`src/rtl/ldotw_pkg.sv`:
```
package ldotw_pkg;

    localparam int QUEUE_DEPTH = 64;
    localparam int TIME_BITS   = 48;
    localparam int QA_W        = $clog2(QUEUE_DEPTH);
    localparam int QC_W        = QA_W + 1;
    localparam int TPW_W       = 40;
    localparam int SPS_W       = 20;
    localparam int WGT_W       = 64;
    localparam int PIN_W       = 8;
    localparam int REC_W       = TIME_BITS + WGT_W;
    localparam int DCNT_W      = $clog2(WGT_W);

    localparam logic [TPW_W-1:0] TPW_RESET = TPW_W'(1000000);
    localparam logic [SPS_W-1:0] SPS_RESET = SPS_W'(1000);

    // configuration register indexes
    localparam logic CFG_TPW = 1'b0;
    localparam logic CFG_SPS = 1'b1;

    // input command codes
    localparam logic CMD_EVENT = 1'b0;
    localparam logic CMD_CLEAR = 1'b1;

    typedef struct packed {
        logic [TIME_BITS-1:0] start;
        logic [WGT_W-1:0]     weight;
    } rec_t;

endpackage

```
`src/rtl/ldotw_div.sv`:
```
module ldotw_div
    import ldotw_pkg::*;
(
    input  logic             aclk,
    input  logic             aresetn,
    input  logic             start,
    input  logic [WGT_W-1:0] dividend,
    input  logic [SPS_W-1:0] divisor,
    output logic             done,
    output logic [WGT_W-1:0] quotient
);

    logic              busy_reg;
    logic              done_reg;
    logic [DCNT_W-1:0] cnt_reg;
    logic [SPS_W-1:0]  rem_reg;
    logic [WGT_W-1:0]  quo_reg;
    logic [SPS_W-1:0]  dvs_reg;
    logic [SPS_W:0]    rem_sh;
    logic              fits;

    // one restoring step: shift in next dividend bit, try subtract
    always_comb begin
        rem_sh = {rem_reg, quo_reg[WGT_W-1]};
        fits   = rem_sh >= {1'b0, dvs_reg};
    end

    always_ff @(posedge aclk) begin
        if (!aresetn) begin
            busy_reg <= 1'b0;
            done_reg <= 1'b0;
        end else begin
            done_reg <= 1'b0;
            if (start) begin
                busy_reg <= 1'b1;
                cnt_reg  <= '0;
                rem_reg  <= '0;
                quo_reg  <= dividend;
                dvs_reg  <= divisor;
            end else if (busy_reg) begin
                rem_reg <= fits ? SPS_W'(rem_sh - {1'b0, dvs_reg}) : rem_sh[SPS_W-1:0];
                quo_reg <= {quo_reg[WGT_W-2:0], fits};
                cnt_reg <= cnt_reg + 1'b1;
                if (cnt_reg == DCNT_W'(WGT_W - 1)) begin
                    busy_reg <= 1'b0;
                    done_reg <= 1'b1;
                end
            end
        end
    end

    assign done     = done_reg;
    assign quotient = quo_reg;

endmodule

```
`config.mk`:
```
export PLATFORM = sky130hd
export DESIGN_NAME = ldotw_div
export DESIGN_NICKNAME = d
export VERILOG_FILES = /design/src/rtl/ldotw_pkg.sv /design/src/rtl/ldotw_div.sv
export SDC_FILE = /design/constraint.sdc
export NUM_CORES = 1
export LEC_CHECK = 0
export BUFFER_PORTS_ARGS = -buffer_cell sky130_fd_sc_hd__buf_4
export CORE_ASPECT_RATIO = 1.1
export CORE_MARGIN = 3
export CORE_UTILIZATION = 40
export CTS_CLUSTER_SIZE = 14
export DETAILED_ROUTE_END_ITERATION = 16
export PLACE_DENSITY_LB_ADDON = 0.05
export RECOVER_POWER = 100
export SETUP_SLACK_MARGIN = 0.4
export SLEW_MARGIN = 20
export SYNTH_ARGS = -nofsm -noshare
export SYNTH_HDL_FRONTEND = slang
export SYNTH_SLANG_ARGS = --single-unit
```
`constraint.sdc`:
```
create_clock -name aclk -period 3.4 [get_ports aclk]
set_input_delay 0.51 -clock aclk [delete_from_list [all_inputs] [get_ports aclk]]
set_output_delay 0.51 -clock aclk [all_outputs]
set_load 0.03 [all_outputs]
```
==> flow_summary.ini <==
[worst_setup_path]
rr_worst_depth = 9
cpMaxStageDelayCell = o311a_1
arrival_ns = 2.89
critical_path_class = reg2reg
rr_endpoint = rem_reg[4]
ff2ff_setup_slack_ns = 0.55
path_cells = ha_1, a21oi_1, o21ai_1, and2b_1, nor3b_2, o311a_1, buf_4, mux2i_1, nor2_1
startpoint_type = register
critPathMaxFanout = 9
worstSetupEndpointType = register
regToRegStartpoint = rem_reg[7]
critPathRequiredTime_ns = 3.44
cpPeakStageDelay_ns = 0.45

[die]
die_height_um = 131
start_util = 0.411
die_area_um2 = 15700
core-area_um2 = 13900
pin_count = 152
std_cell_rows = 45
die_w_um = 120

[clock_tree]
holdBufCountCts = 0
path_clk_slew_ns = 0.08
clock_path_buffers = 2
htreeDepth = 3
clk_latency_ns = 0.35
cts_made_buffers = 9
cts_tree = built
cts.sinks = 112
cts_setup_buffers = 0
cts_root_buffer = clkbuf_16

[hold_path]
whs_endpoint = dvs_reg[7]
hold_class = in2reg
hold_depth = 1
min_from = divisor[7]

[synth]
synth.area.top_cells = edfxtp_1 58%, mux2_2 12%, ha_1 4.6%
synth_seq_cells = 112
synthArstFlopShare = 0
yosysTopAreaCell = edfxtp_1
postSynthCellCount = 421
synthesis.nets = 530
syn_area_um2 = 5690
ys_seq_area_frac = 0.588
yosysTopAreaCellShare = 0.580
yosysWarnings = 0
synth_edf_count = 110
ys.flop_type = edfxtp_1
synth_cell_types = 50
syn_avg_cell_area_um2 = 13.5

[layout]
final_common_cell = edfxtp_1
diodes = 0
fin_area_um2 = 7040
postLayoutCoreUtil = 0.509
layout_common_cells = 110 x edfxtp_1, 68 x buf_4, 68 x clkbuf_1, 61 x mux2_2, 25 x nor2_1
drive_gt1_frac = 0.299
fin_nets = 676
syn_to_final_growth_pct = 23.8
largest_reg_flops = 64

[timing]
hold_viol = 0
timing.final.setup_violations = 0
fin_crit_sh = 0.838
post-route-min-period_ns = 2.85
tns_ns = 0
max_freq_ghz = 0.351
maxSlewViolCount = 71
finClkSkew_ns = 0.00926
worstMarginPinSlew_ns = 1.81
slew_headroom = -0.209
rsz0062_at_grt = false

[global_route]
grt_first_pass_wirelength_mm = 19.8
antenna_found_initial = 0
track_usage = 0.158
gr-total-overflow = 0
grt_max_degree = 56
grt_pass1_vias = 3973

[drt]
vias = 3806
drt_iter0_markers = 160
drtAntennaViolNets = 0
wl_mm = 12.2
post-route-drc-count = 0
wl_per_cell_um = 16.1
vias_per_cell = 5.01
firstDrtPassIters = 4

[placed_design]
io_buffer_count = 151
gp_congestion = 0.825
dpl-instance-area_um2 = 7010
dp_hpwl_mm = 8.76

[power_and_ir_drop]
total_leakage_power_nw = 2.69
max-vdd-ir-drop_mv = 0.223
p_per_area_nw_per_um2 = 505

[run_status]
failed_checks = max-capacitance violations, max-slew violations
status = complete, but fails checks

[job]
cap_viol_max_count = 2
## routing by layer
layer,vias up,track usage,share of wire
met5,-,0,0
met3,15,0.0528,0.071
met1,1819,0.200,0.43
met4,0,0.0714,0.021
li1,1871,-,-
met2,101,0.250,0.48
## cells in the mapped netlist, types with 7 or more instances
cell type / count
edfxtp_1: 110
mux2_2: 63
nor2_1: 25
inv_1: 23
ha_1: 21
a21oi_1: 20
nand2_1: 18
mux2i_1: 15
xor2_1: 11
xnor2_1: 9
clkbuf_1: 7
nand4_1: 7
o21ai_0: 7
## cell type report
cell class              count  area [um2]
clock buffers               9         225
well taps                 188         235
fillers                  1317        6810
repair buffers            157         936
inverters                  23        86.3
multi-input cells         264        2150
clock inverters             7        70.1
flip-flops and latches    112        3340
## worst max path at each step
stage                start           to  slack, ns  depth (start not counted)
2_1_floorplan        start   cnt_reg[0]       0.74                          3
3_3_place_gp    rem_reg[7]  rem_reg[12]       0.70                          9
3_5_place_dp   rem_reg[11]   rem_reg[4]       0.59                          8
4_1_cts         rem_reg[5]   rem_reg[4]       0.59                          9
5_1_grt        rem_reg[11]  rem_reg[12]       0.28                          8
6_report        rem_reg[7]   rem_reg[4]       0.55                          9
## logic make-up after synthesis
kind of cell / after synthesis / share of synthesized area
xor+xnor: 20 / 0.0308
mux: 78 / 0.151
simple gates: 80 / 0.0710
fa+ha+maj: 22 / 0.0497
flops: 112 / 0.588
compound gates: 64 / 0.0750
buf+inv: 45 / 0.0350
## timing repair
action,in CTS,in global routing
resized for setup,0,1
endpoints found under the setup margin,0,11
hold endpoints to repair,0,0
## where the power goes
group	total (W)	internal, W	switching (W)
Sequential	0.00170	0.00165	0.0000480
Clock	0.00107	0.000573	0.000499
Combinational	0.000781	0.000331	0.000451
Total	0.00355	0.00256	0.000998
## worst max-delay path, delay by kind of cell, from the launching register on
family / cells / cell delay (ns)
buf+inv: 1 / 0.29
fa+ha+maj: 1 / 0.40
compound gates: 3 / 0.78
flops: 1 / 0.40
mux: 1 / 0.21
simple gates: 3 / 0.45
## metrics by stage
step / total power [W] / instances / hold slack [ns] / setup slack [ns]
floorplan: 0.00230 / 421 / 0.415 / 0.741
global placement: 0.00255 / 744 / 0.440 / 0.700
detailed placement: 0.00256 / 744 / 0.449 / 0.587
CTS: 0.00364 / 760 / 0.316 / 0.591
global route: 0.00374 / 760 / 0.337 / 0.277
finish: 0.00355 / 760 / 0.351 / 0.551
Note: power is estimated with default switching activity, not from simulation.
