`src/rtl/ldotw_ram.sv`:
```
module ldotw_ram #(
    parameter int WIDTH = 8,
    parameter int DEPTH = 16
) (
    input  logic                     aclk,
    input  logic                     wr_en,
    input  logic [$clog2(DEPTH)-1:0] wr_addr,
    input  logic [WIDTH-1:0]         wr_data,
    input  logic [$clog2(DEPTH)-1:0] rd_addr,
    output logic [WIDTH-1:0]         rd_data
);

    logic [WIDTH-1:0] mem [DEPTH];

    // write port and registered read port
    always_ff @(posedge aclk) begin
        if (wr_en) begin
            mem[wr_addr] <= wr_data;
        end
        rd_data <= mem[rd_addr];
    end

endmodule

```
`config.mk`:
```
export PLATFORM = sky130hd
export DESIGN_NAME = ldotw_ram
export DESIGN_NICKNAME = d
export VERILOG_FILES = /design/src/rtl/ldotw_ram.sv
export SDC_FILE = /design/constraint.sdc
export NUM_CORES = 1
export LEC_CHECK = 0
export BUFFER_PORTS_ARGS = -buffer_cell sky130_fd_sc_hd__buf_2
export CORE_MARGIN = 8
export CORE_UTILIZATION = 45
export CTS_CLUSTER_DIAMETER = 40
export DETAILED_ROUTE_END_ITERATION = 10
export PLACE_DENSITY = 0.71
export REMOVE_ABC_BUFFERS = 1
export SETUP_SLACK_MARGIN = 0.15
export SLEW_MARGIN = 5
export SYNTH_ARGS = -nofsm -noshare
export SYNTH_HDL_FRONTEND = slang
export SYNTH_SLANG_ARGS = --single-unit
```
`constraint.sdc`:
```
create_clock -name aclk -period 2.45 [get_ports aclk]
set_input_delay 0 -clock aclk [delete_from_list [all_inputs] [get_ports aclk]]
set_output_delay 0 -clock aclk [all_outputs]
set_load 0.05 [all_outputs]
```
==> out/qor.csv, run 1 <==
metric,value,unit
Vias/cell,5.50,
VDD IR max,0.567,mV
core region area,0.0113,sq mm
Synth area leaders,"edfxtp_1 75%, mux4_2 7.9%, mux4_1 7.1%",
pin count of the biggest net entering global routing,24,
mapped cell area,0.00515,sq mm
area delta synth->final,19.6,%
DPL Wire Length,6070,um
ys flop type,edfxtp_1,
pwr/cell area,879,mW/mm^2
startpoint types,register,
post-synthesis register bit count,136,
layout cells sized above 1,30.2,%
DRC viols,0,
Slew headroom,43.2,%
row count,39,
Die W,123,um
register area,0.00400,sq mm
Max Slew Vio Count,0,
Initial Util,45.7,%
"count leader, synth",edfxtp_1,
TritonCTS Buffers,17,
Synth Instances,229,
GRT Total Usage,13.9,%
fin worst setup slack,1.06,ns
sequential share of the synthesized area,77.8,%
Multi-input gate area,0.00106,sq mm
Post-synth EDFFs,128,
pre-CTS WS,0.700,ns
global route total overflow,0,
top cell type's share of synthesized area,74.7,%
Max clock buf depth,2,
"Cell Area, Placed",0.00548,sq mm
endpoints failing setup,0,
Fin. Hold Viols,0,
Syn Area/Cell,22.5,sq um
die area,0.0151,sq mm
fin nets,303,
Sw Pwr,1190,uW
Fmax,717,MHz
status,finished clean,
TNS Setup,0,ns
DIE HEIGHT,123,um
Pleak,0.00209,uW
total vias in the final route,2427,
filler cell count,800,
TritonCTS clock tree,done,
Pre-antenna DRT Iters,4,
WL/cell,21.6,um
RSZ-0062 raised after global routing,no,
critical path class,register to register,
Worst-Skew Late Latency,0.41,ns
CP Capture Type,register,
DR iter-0 viols,173,
H-tree depth,4,
final period utilization,56.9,%
first-pass GRT wire length,15000,um
Sink Count,136,
Post-CTS Resized,0,
DRT Wirelength,9550,um
Ant. Diodes,0,
MaxCap Viol Count,0,
Crit Path Max Fanout,1,
worst hold path type,input pin to register,
Comb power frac,5.5,%
clk root buf,clkbuf_16,
I/O pin cnt,26,
Flop pwr share,48.3,%
Worst path max stage delay,0.47,ns
vias in the first global route,2610,
gpl congestion,0.764,
Period minus WS final,1.39,ns
Final Cell Area,0.00615,sq mm
Clock Pin Slew Worst Setup and Hold Paths,0.06,ns
Clock Skew,0.00856,ns
Synth top cells by count,"128 x edfxtp_1, 18 x mux4_2, 16 x a22oi_1, 14 x mux4_1, 13 x nor2_1",
# port buffers,25,
initial antenna violation count,0,
ys async rst share,0,%
slowest CP cell,mux4_2,
Cell Int Power,4230,uW
Clk network pwr share,46.2,%
Switching Share,21.9,%
CP Cell Sequence,"mux4_2, a22oi_1, nand2_1",
worst endpoint required time,2.74,ns
postcts setup bufs,0,
Yosys cell types,19,
Post-DRT Antenna Nets,0,
leading area contributor after synthesis,edfxtp_1,
"Data arrival, critical path",1.68,ns
Synthesis Warnings,0,
measured slew at the worst slew-check pin,0.849,ns
-- through the flow --
step           hold WS (ns)  total power, uW  cells  utilization, %
2_1_floorplan        0.0989             2820    219               -
3_3_place_gp          0.380             2950    401            48.6
3_5_place_dp          0.401             2950    401            48.6
4_1_cts               0.135             5470    441            54.6
5_1_grt               0.168             5570    441            54.6
6_report              0.157             5410    441            54.6
-- path summary, 6_finish.rpt --
| check | start | end | slack, ns | cells past startpoint |
|---|---|---|---|---|
| max reg2reg | mem[3][7]$_DFFE_PP_ | rd_data[7]$_DFF_P_ | 1.06 | 3 |
| min | wr_addr[0] | mem[4][6]$_DFFE_PP_ | 0.16 | 3 |
| min reg2reg | mem[14][6]$_DFFE_PP_ | rd_data[6]$_DFF_P_ | 0.66 | 3 |
| max | mem[3][7]$_DFFE_PP_ | rd_data[7]$_DFF_P_ | 1.06 | 3 |
-- registers in the layout, indices dropped and copies added, names as in the netlist --
register and cells:
rd_data 8, mem 128
-- per-layer routing --
metal  GRT usage, %  wire length (um)
met2           21.7              4740
met4           5.10                43
met3           4.11               824
met5              0                 0
met1           18.1              3930
-- layout by cell type (no fill, tap or decap) --
cell / count
clkinvlp_4: 3
buf_12: 1
inv_6: 5
clkbuf_16: 17
mux4_1: 14
edfxtp_1: 128
mux4_2: 18
clkinv_4: 4
dlygate4sd3_1: 8
nand3b_1: 2
and2_1: 1
clkinv_2: 1
buf_2: 25
nor2b_1: 1
nor2_1: 13
nand2_1: 9
dfxtp_1: 8
a22oi_1: 16
and2b_1: 1
buf_4: 13
bufinv_16: 2
nand3_1: 1
or3b_2: 1
nand2b_1: 2
nor3_1: 4
-- power by group through the flow --
stage	combinational [uW]	sequential [uW]	clock, uW
global route	319	2620	2640
global placement	284	2660	0
detailed placement	290	2660	0
finish	296	2610	2500
floorplan	104	2720	0
CTS	301	2610	2550
-- final cells by class --
| type | instances | share of cell area, % |
|---|---|---|
| clock buffers | 17 | 6.91 |
| clock inverters | 15 | 2.70 |
| multi-input cells | 83 | 17.2 |
| flip-flops and latches | 136 | 65.1 |
| well taps | 143 | 2.91 |
| repair buffers | 47 | 5.24 |
-- kinds of logic (layout without fill, tap and decap cells) --
group | after synthesis | in the layout | share of synthesized area [%]
muxes | 32 | 32 | 15.0
DFF | 136 | 136 | 77.8
AOI/OAI and AO/OA | 16 | 16 | 2.33
buffers and inverters | 10 | 79 | 1.68
and+or+nand+nor | 35 | 35 | 3.18
-- worst max-delay path: cells and delay by family (launching register included) --
family           cells  cell delay, ns
AND/OR/NAND/NOR      1            0.09
flip-flops           1            0.36
AO/OA/AOI/OAI        1            0.37
multiplexers         1            0.47
-- what timing repair did --
action | in CTS | in global routing
endpoints found under the hold margin | 128 | 0
setup endpoints to repair | 0 | 0
hold buffers | 8 | 0
(Power assumes the default switching activity.)
==> run 2: changes to the inputs <==
- clock period: 2.45 -> 1.46 ns (I/O delays scaled with it)
==> out/qor.csv, run 2 (synthesis results as in run 1) <==
metric,value,unit
DRT Wirelength,10200,um
Vias/cell,5.59,
layout cells sized above 1,36.2,%
fin nets,312,
MaxCap Viol Count,0,
startpoint types,register,
CP Cell Sequence,"mux4_2, a22oi_2, nand2_1",
Fin. Hold Viols,0,
WL/cell,22.6,um
Worst-Skew Late Latency,0.41,ns
worst endpoint required time,1.75,ns
pin count of the biggest net entering global routing,33,
Ant. Diodes,0,
DRC viols,0,
critical path class,register to register,
Die W,123,um
biggest regs,"mem x128, rd_data x8",
Worst path max stage delay,0.49,ns
DR iter-0 viols,213,
row count,39,
"Data arrival, critical path",1.58,ns
Fmax,777,MHz
Max Slew Vio Count,0,
die area,0.0151,sq mm
pre-CTS WS,-0.0151,ns
fin worst setup slack,0.173,ns
first-pass GRT wire length,15700,um
Post-DRT Antenna Nets,0,
total vias in the final route,2515,
Clock Skew,0.0125,ns
global route total overflow,0,
TritonCTS clock tree,done,
Largest register FFs,128,
clk root buf,clkbuf_16,
Clock Pin Slew Worst Setup and Hold Paths,0.06,ns
vias in the first global route,2694,
Pre-antenna DRT Iters,4,
Sink Count,136,
hold_ws,0.159,ns
endpoints failing setup,0,
Max clock buf depth,2,
Initial Util,45.7,%
final period utilization,88.2,%
gpl congestion,0.755,
"commonest non-fill, non-tap cells in the layout","128 x edfxtp_1, 29 x mux4_2, 25 x buf_2, 20 x buf_4, 17 x clkbuf_16",
GRT Total Usage,14.6,%
slowest CP cell,mux4_2,
worst hold path type,input pin to register,
# port buffers,25,
Crit Path Max Fanout,1,
initial antenna violation count,0,
Final Cell Area,0.00623,sq mm
status,finished clean,
core region area,0.0113,sq mm
H-tree depth,4,
VDD IR max,1.28,mV
measured slew at the worst slew-check pin,0.802,ns
CP Capture Type,register,
DPL Wire Length,6320,um
Period minus WS final,1.29,ns
pwr/cell area,1460,mW/mm^2
flop-to-flop setup slack,0.17,ns
Slew headroom,46.4,%
postcts setup bufs,0,
Pleak,0.00209,uW
RSZ-0062 raised after global routing,yes,
largest reg by FF count,mem,
"Cell Area, Placed",0.00558,sq mm
DIE HEIGHT,123,um
TritonCTS Buffers,17,
"commonest non-fill, non-tap cell in the layout",edfxtp_1,
area delta synth->final,21.1,%
I/O pin cnt,26,
==> run 2: critical path: cells and delay by family, from the launching register on <==
kind               cells  cell delay, ns
muxes                  1            0.49
AOI/OAI and AO/OA      1            0.24
DFF                    1            0.36
and+or+nand+nor        1            0.09
==> run 2: area by class of cell <==
cell class              instances  area (sq um)
fillers                       813          5040
flip-flops and latches        136          4000
multi-input cells              83          1050
clock buffers                  18           429
repair buffers                 56           415
well taps                     143           179
clock inverters                14           158
==> run 2: metrics by stage <==
stage | std cells | power, uW | TNS [ns] | util, %
CTS | 450 | 9170 | 0 | 55.5
finish | 450 | 9100 | 0 | 55.3
detailed placement | 410 | 4980 | -0.0268 | 49.5
floorplan | 219 | 4730 | -0.263 | -
global route | 450 | 9330 | 0 | 55.3
global placement | 410 | 4970 | -0.0103 | 49.5
==> run 2: report_power, final <==
part	switching, uW	internal [uW]	leakage (uW)
Combinational	332	207	0.000596
Sequential	25.1	4370	0.00122
Clock	1510	2660	0.000272
Total	1870	7230	0.00209
==> run 2: path summary, 6_finish.rpt <==
path              cells after the start             endpoint                  from
hold reg to reg                       3   rd_data[6]$_DFF_P_  mem[15][6]$_DFFE_PP_
hold / removal                        3  mem[4][1]$_DFFE_PP_            wr_addr[1]
setup / recovery                      3   rd_data[7]$_DFF_P_   mem[3][7]$_DFFE_PP_
setup reg to reg                      3   rd_data[7]$_DFF_P_   mem[3][7]$_DFFE_PP_
==> run 2: what timing repair did <==
action / in CTS / in global routing
hold buffers: 8 / 0
pin swaps: 3 / 6
endpoints found under the hold margin: 118 / 0
resized for setup: 9 / 8
setup endpoints to repair: 8 / 7
==> run 2: routing by layer <==
| layer | GRT usage [%] | up-vias | wire length [um] |
|---|---|---|---|
| met5 | 0 | - | 0 |
| met4 | 5.64 | 0 | 103 |
| met3 | 4.34 | 13 | 943 |
| met2 | 23.8 | 119 | 4880 |
| met1 | 18.2 | 1289 | 4230 |
| li1 | - | 1094 | - |
==> run 3: changes to the inputs <==
- CORE_UTILIZATION: 45 -> 50
- PLACE_DENSITY: 0.71 -> 0.76
- REMOVE_ABC_BUFFERS: 1 -> not set
==> out/qor.csv, run 3 (synthesis results as in run 1) <==
metric,value,unit
status,finished clean,
RSZ-0062 raised after global routing,yes,
syn_nets,247,
Fmax,777,MHz
startpoint types,register,
slowest CP cell,mux4_2,
critical path class,register to register,
filler cell count,647,
"Buf+Inv Stages, Crit Path",0,
Fin. Hold Viols,0,
Ant. Diodes,0,
CP Cell Sequence,"mux4_2, a22oi_2, nand2_1",
MaxCap Viol Count,0,
final period utilization,88.1,%
Pre-antenna DRT Iters,4,
Worst path max stage delay,0.49,ns
gpl congestion,0.710,
"Data arrival, critical path",1.69,ns
measured slew at the worst slew-check pin,0.456,ns
Worst-Skew Late Latency,0.52,ns
DIE HEIGHT,117,um
TNS Setup,0,ns
clk root buf,clkbuf_8,
Clock Pin Slew Worst Setup and Hold Paths,0.06,ns
first-pass GRT wire length,15500,um
worst endpoint required time,1.87,ns
Vias/cell,5.63,
Max Slew Vio Count,0,
Pwr Total,9480,uW
Die W,117,um
Crit Path Max Fanout,1,
initial antenna violation count,0,
Clock Skew,0.00751,ns
TritonCTS clock tree,done,
Crit path max-delay family,multiplexers,
WL/cell,22.9,um
pwr/cell area,1510,mW/mm^2
fin nets,313,
# port buffers,25,
vias in the first global route,2673,
CP Capture Type,register,
core region area,0.0101,sq mm
area delta synth->final,22.3,%
GRT Total Usage,15.2,%
Initial Util,50.8,%
Largest register FFs,128,
DRT Wirelength,10200,um
Period minus WS final,1.29,ns
Max clock buf depth,2,
worst hold path type,input pin to register,
"commonest non-fill, non-tap cell in the layout",edfxtp_1,
DR iter-0 viols,215,
Sink Count,136,
VDD IR max,0.802,mV
Placed Cells incl. Taps,404,
endpoints failing setup,0,
H-tree depth,4,
DPL Wire Length,6170,um
Post-Layout Cell Count,444,
"commonest non-fill, non-tap cells in the layout","128 x edfxtp_1, 26 x mux4_2, 25 x buf_2, 22 x buf_4, 16 x clkbuf_16",
die area,0.0138,sq mm
global route total overflow,0,
hold_ws,0.0518,ns
DRC viols,0,
TritonCTS Buffers,17,
I/O pin cnt,26,
largest reg by FF count,mem,
biggest regs,"mem x128, rd_data x8",
pin count of the biggest net entering global routing,33,
layout cells sized above 1,37.7,%
Pleak,0.00213,uW
Post-DRT Antenna Nets,0,
Slew headroom,69.6,%
row count,37,
total vias in the final route,2500,
## run 3: path summary, 6_finish.rpt
check	from	end	slack (ns)	cells after the start
max	mem[2][0]$_DFFE_PP_	rd_data[0]$_DFF_P_	0.17	3
min	wr_addr[0]	mem[0][0]$_DFFE_PP_	0.05	3
max reg2reg	mem[2][0]$_DFFE_PP_	rd_data[0]$_DFF_P_	0.17	3
min reg2reg	mem[15][0]$_DFFE_PP_	rd_data[0]$_DFF_P_	0.67	3
## run 3: per-layer routing
layer	vias up	global-route usage, %	part of all wire, %
li1	1099	-	-
met1	1288	18.9	42
met2	102	24.7	50
met3	11	3.50	6.3
met4	0	7.69	1.3
met5	-	0	0
## run 3: cell type report
type	instances	area (sq um)	area share, %
Sequential cell	136	4000	63.6
Multi-Input combinational cell	83	1070	17.0
Clock buffer	18	418	6.64
Timing Repair Buffer	57	410	6.52
Clock inverter	14	223	3.54
Tap cell	136	170	2.70
## run 3: what timing repair did
item                                    in CTS  in global routing
hold buffers                                 8                  0
pin swaps                                    0                  5
endpoints found under the setup margin       4                  8
hold endpoints to repair                   128                  0
buffers inserted                             0                  0
resized for setup                            6                 10
## run 3: stage by stage
stage	cell area, sq um	setup WS, ns	utilization [%]
after CTS	6300	0.152	62.1
after global routing	6300	0.112	62.1
after floorplan	5150	0.194	-
after detailed placement	5570	0.0154	54.9
after global placement	5570	0.0593	54.9
final	6300	0.174	62.1
## run 3: worst min-delay path, cell delays in order
cell	delay [ns]
buf_2	0.15
nor3_2	0.06
buf_4	0.17
## run 3: where the power goes
part / switching (uW) / total, uW / leakage (uW) / internal, uW
Sequential: 25.6 / 4390 / 0.00122 / 4370
Clock: 1600 / 4560 / 0.000294 / 2960
Combinational: 331 / 536 / 0.000611 / 205
